==> config.mk <==
export PLATFORM = sky130hd
export DESIGN_NAME = semaphore_blocked_queue_table_core
export DESIGN_NICKNAME = d
export VERILOG_FILES = /design/src/sbq_pkg.sv /design/src/sbq_ram.sv /design/src/sbq_ctrl.sv /design/src/semaphore_blocked_queue_table_core.sv
export SDC_FILE = /design/constraint.sdc
export NUM_CORES = 2
export LEC_CHECK = 0
export BUFFER_PORTS_ARGS = -buffer_cell sky130_fd_sc_hd__buf_2
export CORE_MARGIN = 2
export CORE_UTILIZATION = 54
export DETAILED_ROUTE_END_ITERATION = 10
export GPL_TIMING_DRIVEN = 0
export PLACE_DENSITY = 0.7
export SYNTH_ARGS = -nofsm -noshare
export SYNTH_HDL_FRONTEND = slang
export SYNTH_SLANG_ARGS = --single-unit
==> constraint.sdc <==
create_clock -name clock -period 6.45 [get_ports clock]
set_input_delay 0.9675 -clock clock [delete_from_list [all_inputs] [get_ports clock]]
set_output_delay 0.9675 -clock clock [all_outputs]
set_load 0.05 [all_outputs]
==> src/sbq_pkg.sv <==
// sbq_pkg: shared widths, status and request codes for the semaphore blocked-queue table
// no dependencies
package sbq_pkg;

   localparam int KEY_W        = 32;
   localparam int PROC_W       = 5;
   localparam int STATUS_W     = 2;
   localparam int DEF_MAX_PROCS = 32;

   localparam logic KIND_BLOCK   = 1'b0;
   localparam logic KIND_UNBLOCK = 1'b1;

   localparam logic [STATUS_W-1:0] STATUS_DONE      = 2'd0;
   localparam logic [STATUS_W-1:0] STATUS_NO_FREE   = 2'd1;
   localparam logic [STATUS_W-1:0] STATUS_NOT_FOUND = 2'd2;

endpackage

==> src/sbq_ram.sv <==
// sbq_ram: single write port, single read port synchronous memory, registered read data
// no dependencies
module sbq_ram #(
   parameter int WIDTH = 8,
   parameter int DEPTH = 32,
   localparam int AddrW = (DEPTH > 1) ? $clog2(DEPTH) : 1
) (
   input  logic             clock,
   input  logic             we,
   input  logic [AddrW-1:0] waddr,
   input  logic [WIDTH-1:0] wdata,
   input  logic             re,
   input  logic [AddrW-1:0] raddr,
   output logic [WIDTH-1:0] rdata
);

   logic [WIDTH-1:0] mem [DEPTH];
   logic [WIDTH-1:0] rdata_ff;

   always_ff @(posedge clock) begin
      if (we) begin
         mem[waddr] <= wdata;
      end
      if (re) begin
         rdata_ff <= mem[raddr];
      end
   end

   assign rdata = rdata_ff;

endmodule

==> src/sbq_ctrl.sv <==
// sbq_ctrl: request sequencer; scans the descriptor memory, updates queue links, forms results
// depends on sbq_pkg; drives the descriptor and link memories (sbq_ram)
module sbq_ctrl #(
   parameter int MAX_PROCS = sbq_pkg::DEF_MAX_PROCS,
   localparam int IdxW  = $clog2(MAX_PROCS),
   localparam int CntW  = $clog2(MAX_PROCS + 1),
   localparam int DescW = sbq_pkg::KEY_W + 2 * IdxW + CntW
) (
   input  logic                          clock,
   input  logic                          reset,
   input  logic                          start,
   output logic                          busy,
   input  logic                          req_kind,
   input  logic [sbq_pkg::KEY_W-1:0]     req_sem_key,
   input  logic [sbq_pkg::PROC_W-1:0]    req_proc_id,
   output logic                          rsp_strobe,
   output logic [sbq_pkg::STATUS_W-1:0]  rsp_status,
   output logic [sbq_pkg::PROC_W-1:0]    rsp_removed_proc,
   output logic                          desc_we,
   output logic [IdxW-1:0]               desc_waddr,
   output logic [DescW-1:0]              desc_wdata,
   output logic                          desc_re,
   output logic [IdxW-1:0]               desc_raddr,
   input  logic [DescW-1:0]              desc_rdata,
   output logic                          link_we,
   output logic [IdxW-1:0]               link_waddr,
   output logic [IdxW-1:0]               link_wdata,
   output logic                          link_re,
   output logic [IdxW-1:0]               link_raddr,
   input  logic [IdxW-1:0]               link_rdata
);

   import sbq_pkg::*;

   typedef struct packed {
      logic [KEY_W-1:0] key;
      logic [IdxW-1:0]  head;
      logic [IdxW-1:0]  tail;
      logic [CntW-1:0]  count;
   } desc_word_type;

   localparam logic [1:0] S_IDLE = 2'd0;
   localparam logic [1:0] S_SCAN = 2'd1;
   localparam logic [1:0] S_ACT  = 2'd2;
   localparam logic [1:0] S_POP  = 2'd3;

   localparam logic [IdxW-1:0] LastIdx = IdxW'(MAX_PROCS - 1);
   localparam logic [CntW-1:0] FullCnt = CntW'(MAX_PROCS);
   localparam logic [CntW-1:0] OneCnt  = CntW'(1);

   // proc_id reduced modulo the pool size
   logic [IdxW-1:0] pid_tbl [2**PROC_W];
   for (genvar i = 0; i < 2**PROC_W; i++) begin : g_pid_mod
      localparam int Rem = i % MAX_PROCS;
      assign pid_tbl[i] = IdxW'(Rem);
   end

   logic [1:0]            state_ff, state_in;
   logic                  kind_ff, kind_in;
   logic [KEY_W-1:0]      key_ff, key_in;
   logic [IdxW-1:0]       pid_ff, pid_in;
   logic [IdxW-1:0]       idx_ff, idx_in;
   logic                  free_found_ff, free_found_in;
   logic [IdxW-1:0]       free_idx_ff, free_idx_in;
   logic                  hit_ff, hit_in;
   logic [IdxW-1:0]       hit_idx_ff, hit_idx_in;
   desc_word_type         rec_ff, rec_in;
   logic [MAX_PROCS-1:0]  active_ff, active_in;
   logic                  strobe_ff, strobe_in;
   logic [STATUS_W-1:0]   status_ff, status_in;
   logic [PROC_W-1:0]     removed_ff, removed_in;

   desc_word_type rd_word;
   desc_word_type wr_word;
   logic          cur_active;
   logic          cur_match;
   logic [IdxW-1:0] next_idx;

   assign rd_word    = desc_rdata;
   assign cur_active = active_ff[idx_ff];
   assign cur_match  = cur_active && (rd_word.key == key_ff);
   assign next_idx   = (idx_ff == LastIdx) ? '0 : idx_ff + IdxW'(1);
   assign busy       = (state_ff != S_IDLE);

   assign desc_re    = (state_ff == S_IDLE) || (state_ff == S_SCAN);
   assign desc_raddr = (state_ff == S_IDLE) ? '0 : next_idx;
   assign desc_wdata = wr_word;

   always_comb begin
      state_in      = state_ff;
      kind_in       = kind_ff;
      key_in        = key_ff;
      pid_in        = pid_ff;
      idx_in        = idx_ff;
      free_found_in = free_found_ff;
      free_idx_in   = free_idx_ff;
      hit_in        = hit_ff;
      hit_idx_in    = hit_idx_ff;
      rec_in        = rec_ff;
      active_in     = active_ff;
      strobe_in     = 1'b0;
      status_in     = status_ff;
      removed_in    = removed_ff;
      desc_we       = 1'b0;
      desc_waddr    = hit_idx_ff;
      wr_word       = rec_ff;
      link_we       = 1'b0;
      link_waddr    = rec_ff.tail;
      link_wdata    = pid_ff;
      link_re       = 1'b0;
      link_raddr    = rec_ff.head;

      unique case (state_ff)
         S_IDLE: begin
            if (start) begin
               kind_in       = req_kind;
               key_in        = req_sem_key;
               pid_in        = pid_tbl[req_proc_id];
               idx_in        = '0;
               free_found_in = 1'b0;
               state_in      = S_SCAN;
            end
         end
         S_SCAN: begin
            if (cur_match) begin
               hit_in     = 1'b1;
               hit_idx_in = idx_ff;
               rec_in     = rd_word;
               state_in   = S_ACT;
            end else begin
               if (!cur_active && !free_found_ff) begin
                  free_found_in = 1'b1;
                  free_idx_in   = idx_ff;
               end
               if (idx_ff == LastIdx) begin
                  hit_in   = 1'b0;
                  state_in = S_ACT;
               end else begin
                  idx_in = next_idx;
               end
            end
         end
         S_ACT: begin
            status_in  = STATUS_DONE;
            removed_in = '0;
            strobe_in  = 1'b1;
            state_in   = S_IDLE;
            if (kind_ff == KIND_BLOCK) begin
               if (hit_ff) begin
                  if (rec_ff.count >= FullCnt) begin
                     status_in = STATUS_NO_FREE;
                  end else begin
                     desc_we       = 1'b1;
                     wr_word.head  = (rec_ff.count == '0) ? pid_ff : rec_ff.head;
                     wr_word.tail  = pid_ff;
                     wr_word.count = rec_ff.count + OneCnt;
                     link_we       = (rec_ff.count != '0);
                  end
               end else if (free_found_ff) begin
                  desc_we                = 1'b1;
                  desc_waddr             = free_idx_ff;
                  wr_word.key            = key_ff;
                  wr_word.head           = pid_ff;
                  wr_word.tail           = pid_ff;
                  wr_word.count          = OneCnt;
                  active_in[free_idx_ff] = 1'b1;
               end else begin
                  status_in = STATUS_NO_FREE;
               end
            end else begin
               if (!hit_ff) begin
                  status_in = STATUS_NOT_FOUND;
               end else begin
                  removed_in = PROC_W'(rec_ff.head);
                  if (rec_ff.count <= OneCnt) begin
                     active_in[hit_idx_ff] = 1'b0;
                  end else begin
                     link_re   = 1'b1;
                     strobe_in = 1'b0;
                     state_in  = S_POP;
                  end
               end
            end
         end
         S_POP: begin
            desc_we       = 1'b1;
            wr_word.head  = link_rdata;
            wr_word.count = rec_ff.count - OneCnt;
            strobe_in     = 1'b1;
            state_in      = S_IDLE;
         end
         default: begin
            state_in = S_IDLE;
         end
      endcase
   end

   always_ff @(posedge clock) begin
      if (reset) begin
         state_ff  <= S_IDLE;
         active_ff <= '0;
         strobe_ff <= 1'b0;
      end else begin
         state_ff  <= state_in;
         active_ff <= active_in;
         strobe_ff <= strobe_in;
      end
   end

   always_ff @(posedge clock) begin
      kind_ff       <= kind_in;
      key_ff        <= key_in;
      pid_ff        <= pid_in;
      idx_ff        <= idx_in;
      free_found_ff <= free_found_in;
      free_idx_ff   <= free_idx_in;
      hit_ff        <= hit_in;
      hit_idx_ff    <= hit_idx_in;
      rec_ff        <= rec_in;
      status_ff     <= status_in;
      removed_ff    <= removed_in;
   end

   assign rsp_strobe       = strobe_ff;
   assign rsp_status       = status_ff;
   assign rsp_removed_proc = removed_ff;

   a_strobe_idle: assert property (@(posedge clock) disable iff (reset)
      strobe_ff |-> (state_ff == S_IDLE))
      else $error("result strobe while a transfer is still in progress");

   a_strobe_single: assert property (@(posedge clock) disable iff (reset)
      strobe_ff |=> !strobe_ff)
      else $error("result strobe held for more than one cycle");

   a_accept_scan: assert property (@(posedge clock) disable iff (reset)
      (start && !busy) |=> (state_ff == S_SCAN))
      else $error("accepted transfer did not start a descriptor scan");

   a_active_stable: assert property (@(posedge clock) disable iff (reset)
      (!$past(reset) && ($past(state_ff) != S_ACT)) |-> $stable(active_ff))
      else $error("descriptor active bits changed outside the update cycle");

endmodule

==> src/semaphore_blocked_queue_table_core.sv <==
// semaphore_blocked_queue_table_core: top level of the semaphore blocked-queue table
// depends on sbq_pkg, sbq_ctrl and sbq_ram (descriptor memory and link memory)
// sequence: a request scans the descriptor memory linearly, one entry per cycle, until its
// key matches or the last entry is passed, so a miss scans every entry; the result is
// registered in S_ACT, or in S_POP for an unblock that leaves the queue non-empty
// throughput: one request at a time, busy falls in the cycle that carries the result strobe
// reset: control state cleared and all descriptors free at once, no clearing pass; results
// appear for exactly one cycle and the receiver cannot stall
module semaphore_blocked_queue_table_core #(
   parameter int MAX_PROCS = sbq_pkg::DEF_MAX_PROCS
) (
   input  logic                          clock,
   input  logic                          reset,
   input  logic                          start,
   output logic                          busy,
   input  logic                          req_kind,
   input  logic [sbq_pkg::KEY_W-1:0]     req_sem_key,
   input  logic [sbq_pkg::PROC_W-1:0]    req_proc_id,
   output logic                          rsp_strobe,
   output logic [sbq_pkg::STATUS_W-1:0]  rsp_status,
   output logic [sbq_pkg::PROC_W-1:0]    rsp_removed_proc
);

   import sbq_pkg::*;

   localparam int IdxW  = $clog2(MAX_PROCS);
   localparam int CntW  = $clog2(MAX_PROCS + 1);
   localparam int DescW = KEY_W + 2 * IdxW + CntW;

   logic             desc_we;
   logic [IdxW-1:0]  desc_waddr;
   logic [DescW-1:0] desc_wdata;
   logic             desc_re;
   logic [IdxW-1:0]  desc_raddr;
   logic [DescW-1:0] desc_rdata;
   logic             link_we;
   logic [IdxW-1:0]  link_waddr;
   logic [IdxW-1:0]  link_wdata;
   logic             link_re;
   logic [IdxW-1:0]  link_raddr;
   logic [IdxW-1:0]  link_rdata;

   sbq_ctrl #(
      .MAX_PROCS (MAX_PROCS)
   ) u_ctrl (
      .clock            (clock),
      .reset            (reset),
      .start            (start),
      .busy             (busy),
      .req_kind         (req_kind),
      .req_sem_key      (req_sem_key),
      .req_proc_id      (req_proc_id),
      .rsp_strobe       (rsp_strobe),
      .rsp_status       (rsp_status),
      .rsp_removed_proc (rsp_removed_proc),
      .desc_we          (desc_we),
      .desc_waddr       (desc_waddr),
      .desc_wdata       (desc_wdata),
      .desc_re          (desc_re),
      .desc_raddr       (desc_raddr),
      .desc_rdata       (desc_rdata),
      .link_we          (link_we),
      .link_waddr       (link_waddr),
      .link_wdata       (link_wdata),
      .link_re          (link_re),
      .link_raddr       (link_raddr),
      .link_rdata       (link_rdata)
   );

   sbq_ram #(
      .WIDTH (DescW),
      .DEPTH (MAX_PROCS)
   ) u_desc_ram (
      .clock (clock),
      .we    (desc_we),
      .waddr (desc_waddr),
      .wdata (desc_wdata),
      .re    (desc_re),
      .raddr (desc_raddr),
      .rdata (desc_rdata)
   );

   sbq_ram #(
      .WIDTH (IdxW),
      .DEPTH (MAX_PROCS)
   ) u_link_ram (
      .clock (clock),
      .we    (link_we),
      .waddr (link_waddr),
      .wdata (link_wdata),
      .re    (link_re),
      .raddr (link_raddr),
      .rdata (link_rdata)
   );

endmodule
==> flow_metrics.env <==
export IMPL_run_status="completed"
export IMPL_cp_start_kind="register"
export IMPL_reg2reg_from="u_ctrl.idx_ff[1]"
export IMPL_cap_violations=0
export IMPL_dieWidth_um=379
export IMPL_ios=50
export IMPL_initial_core_util_pct=54.4
export IMPL_crit_required_ps=6950
export IMPL_crit_type="reg2reg"
export IMPL_place_ws_ps=1420
export IMPL_post_route_min_period_ps=5230
export IMPL_die_area_um2=144000
export IMPL_vdd_drop_max_uv=256
export IMPL_place_congestion=0.896
export IMPL_grt_max_degree=41
export IMPL_whs_path_depth=1
export IMPL_clock_sinks=1894
export IMPL_cp_slowest_cell="nor4_1"
export IMPL_cp_num_buf_inv=5
export IMPL_hpwl_um=148000
export IMPL_wirelength_um=218000
export IMPL_hold_class="in2reg"
export IMPL_firstDrtPassIters=6
export IMPL_synthArstFlopShare_pct=0
export IMPL_num_nets_final=5493
export IMPL_grt_usage_pct=30.2
export IMPL_fmax_ghz=0.191
export IMPL_relSlewSlack_pct=7.78
export IMPL_hold_end="u_ctrl.key_ff[19]"
export IMPL_ctsResizeCount=0
export IMPL_grt_pass1_wl_um=310000
export IMPL_core_region_area_um2=140000
export IMPL_avgSynthCellArea_um2=14.8
export IMPL_placed_area_um2=80100
export IMPL_power_leakage_nw=28.6
export IMPL_cts_htree_levels=4
export IMPL_grt_use_met3_pct=6.43
export IMPL_setup_viol=0
export IMPL_row_count=137
export IMPL_ys_warn_count=0
export IMPL_worst_pin_slew_ps=1380
export IMPL_synth_edf_count=1859
export IMPL_powerDensity_nw_per_um2=313
export IMPL_cts_max_path_buffers=3
export IMPL_cts_clk_slew_worst_paths_ps=60
export IMPL_ys_seq_area_share_pct=74.4
export IMPL_cts_tree="yes"
export IMPL_area_growth_pct=13.3
export IMPL_path_delay_family="buffers and inverters"
export IMPL_drt_iter0_drc=6862
export IMPL_synth_ff_type="edfxtp_1"
export IMPL_cts_setup_buffers=0
export IMPL_cp_max_fo=10
export IMPL_reg2reg_depth=11
export IMPL_num_vias=48300
export IMPL_layout_drive_gt1_share_pct=13.7
export IMPL_viasPerCell=6.45
export IMPL_fin_worst_skew_ps=49.6
export IMPL_syn_nets=5192
export IMPL_wl_per_cell_um=29.1
export IMPL_grt_util_met1_pct=40.3
export IMPL_synth_cell_types=61
export IMPL_rsz0062_at_grt="false"
export IMPL_grt_antenna_before_repair=9
export IMPL_critPathMaxStageDelay_ps=740
export IMPL_drc=0
export IMPL_r2r_slack_ps=1220
export IMPL_r2r_end="u_desc_ram.rdata[15]"
export IMPL_final_common_cell="edfxtp_1"
export IMPL_path_cells="ha_1 -> buf_4 -> buf_4 -> o21ai_2 -> buf_2 -> buf_2 -> buf_1 -> nand2_1 -> a31oi_1 -> o22ai_1 -> nor4_1"
export IMPL_timing_final_max_slew_violations=0
export IMPL_gr_usage_met2_pct=47.6
export IMPL_final_cell_mix="1859 x edfxtp_1, 729 x nand2_1, 422 x a21oi_1"
export IMPL_synth_top_area_share_pct=73.5
export IMPL_io_buffers=48
export IMPL_min_period_over_period_pct=81.1
export IMPL_final_area_um2=86000
export IMPL_hold_buffers=0
export IMPL_hold_violations=0
export IMPL_synth_area_um2=75900
export IMPL_synth_area_leaders="edfxtp_1 74%, nand2_1 3.6%, mux4_2 3.1%"
export IMPL_grt_busiest_layer="met2"
export IMPL_gr_total_overflow=0
export IMPL_die_h_um=379
export IMPL_synth_top_area_cell="edfxtp_1"
export IMPL_clockRootBuffer="clkbuf_16"
export IMPL_hp_start="req_sem_key[19]"
export IMPL_clock_latency_ps=840
export IMPL_grt_pass1_vias=46200
export IMPL_numCtsBuffers=185
export IMPL_cp_arrival_ps=5730
export IMPL_layout_setup_ws_ps=1220
export IMPL_ant_nets=0
export IMPL_synth_seq_cells=1894
export IMPL_netlist_instances=5145
export IMPL_cp_end_kind="register"
## per-stage QoR
| stage | power (W) | setup TNS, ps | hold slack [ps] | std cells | util, % |
|---|---|---|---|---|---|
| 3_3_place_gp | 0.0165 | -1264040 | 401 | 7069 | 56.3 |
| 5_1_grt | 0.0275 | 0 | 286 | 7475 | 61.6 |
| 4_1_cts | 0.0268 | 0 | 267 | 7474 | 61.6 |
| 6_report | 0.0269 | 0 | 308 | 7481 | 61.6 |
| 2_1_floorplan | 0.0154 | 0 | 400 | 5145 | - |
| 3_5_place_dp | 0.0165 | 0 | 405 | 7135 | 57.4 |
## per-layer routing
layer,vias up,share of wire (%)
met5,-,0.0060
met4,2,5.0
met3,601,11
met2,3076,47
met1,24200,37
li1,20400,-
## registers in the layout, indices dropped and copies added, names as in the netlist, 5 cells and up
register / flops
u_ctrl.link_raddr: 5
u_ctrl.active_ff: 32
u_ctrl.link_wdata: 5
u_ctrl.free_idx_ff: 5
u_link_ram.rdata: 5
u_ctrl.idx_ff: 5
u_desc_ram.mem: 1536
u_ctrl.hit_idx_ff: 5
u_ctrl.rec_ff: 38
u_ctrl.key_ff: 32
u_ctrl.link_waddr: 5
u_desc_ram.rdata: 48
u_link_ram.mem: 160
u_ctrl.rsp_removed_proc: 5
## synth_stat cells (8+ instances only)
master and number:
nand3_1 204, mux2i_1 151, nor3_1 11, nor2_1 245, xor2_1 33, a221oi_1 136
nor4_1 57, a31oi_1 95, mux4_2 104, a221oi_2 10, nand2b_1 21, o22a_1 48
nand2_1 729, dfxtp_1 35, o22ai_1 50, and3_1 152, o31ai_1 8, and2_1 10
o21ai_1 10, o21ai_0 220, or2_2 54, edfxtp_1 1859, inv_1 13, buf_1 32
mux2_2 47, clkbuf_1 179, buf_2 126, a21oi_1 422
## worst reg2reg max path: cells and delay by family, from the launching register on
kind                     cells  cell delay [ps]
buffers and inverters        5             2440
AO/OA/AOI/OAI                3              800
flip-flops                   1              460
AND/OR/NAND/NOR              2              870
adder cells (fa/ha/maj)      1              330
## area by class of cell
class / instances / area [um2]
Tap cell: 1876 / 2350
Antenna cell: 7 / 17.5
Fill cell: 10100 / 53500
Clock buffer: 225 / 4820
Buffer: 347 / 1510
Inverter: 13 / 51.3
Timing Repair Buffer: 114 / 1540
Clock inverter: 114 / 1040
Multi-Input combinational cell: 2891 / 18200
Sequential cell: 1894 / 56500
## report_power, final
part	switching, W	internal [W]	leakage, nW	total (W)
clock network	0.00468	0.00583	2.84	0.0105
logic	0.00196	0.000813	8.70	0.00277
registers	0.0000986	0.0135	17.1	0.0136
## cell families (layout without fill, tap and decap cells)
| group | after synthesis | after routing | share of synthesized area [%] |
|---|---|---|---|
| AND/OR/NAND/NOR | 1520 | 1520 | 9.03 |
| flip-flops | 1894 | 1894 | 74.4 |
| other | 0 | 7 | 0 |
| AO/OA/AOI/OAI | 1028 | 1028 | 8.21 |
| adder cells (fa/ha/maj) | 6 | 6 | 0.0989 |
| buffers and inverters | 360 | 813 | 2.05 |
| XOR/XNOR | 35 | 35 | 0.404 |
| multiplexers | 302 | 302 | 5.77 |
## worst max-delay path by stage
stage,start,to,slack (ps),cells after the start
finish,u_ctrl.idx_ff[1],u_desc_ram.rdata[15],1220,11
global route,u_ctrl.idx_ff[1],u_desc_ram.rdata[15],1210,11
CTS,u_ctrl.idx_ff[1],u_desc_ram.rdata[15],1390,11
detailed placement,u_ctrl.idx_ff[1],u_desc_ram.rdata[15],1420,11
global placement,u_ctrl.hit_ff,u_desc_ram.mem[12][25],-1720,8
floorplan,u_ctrl.hit_ff,u_desc_ram.mem[24][0],2070,9
Power figures use the tool's default switching activity.
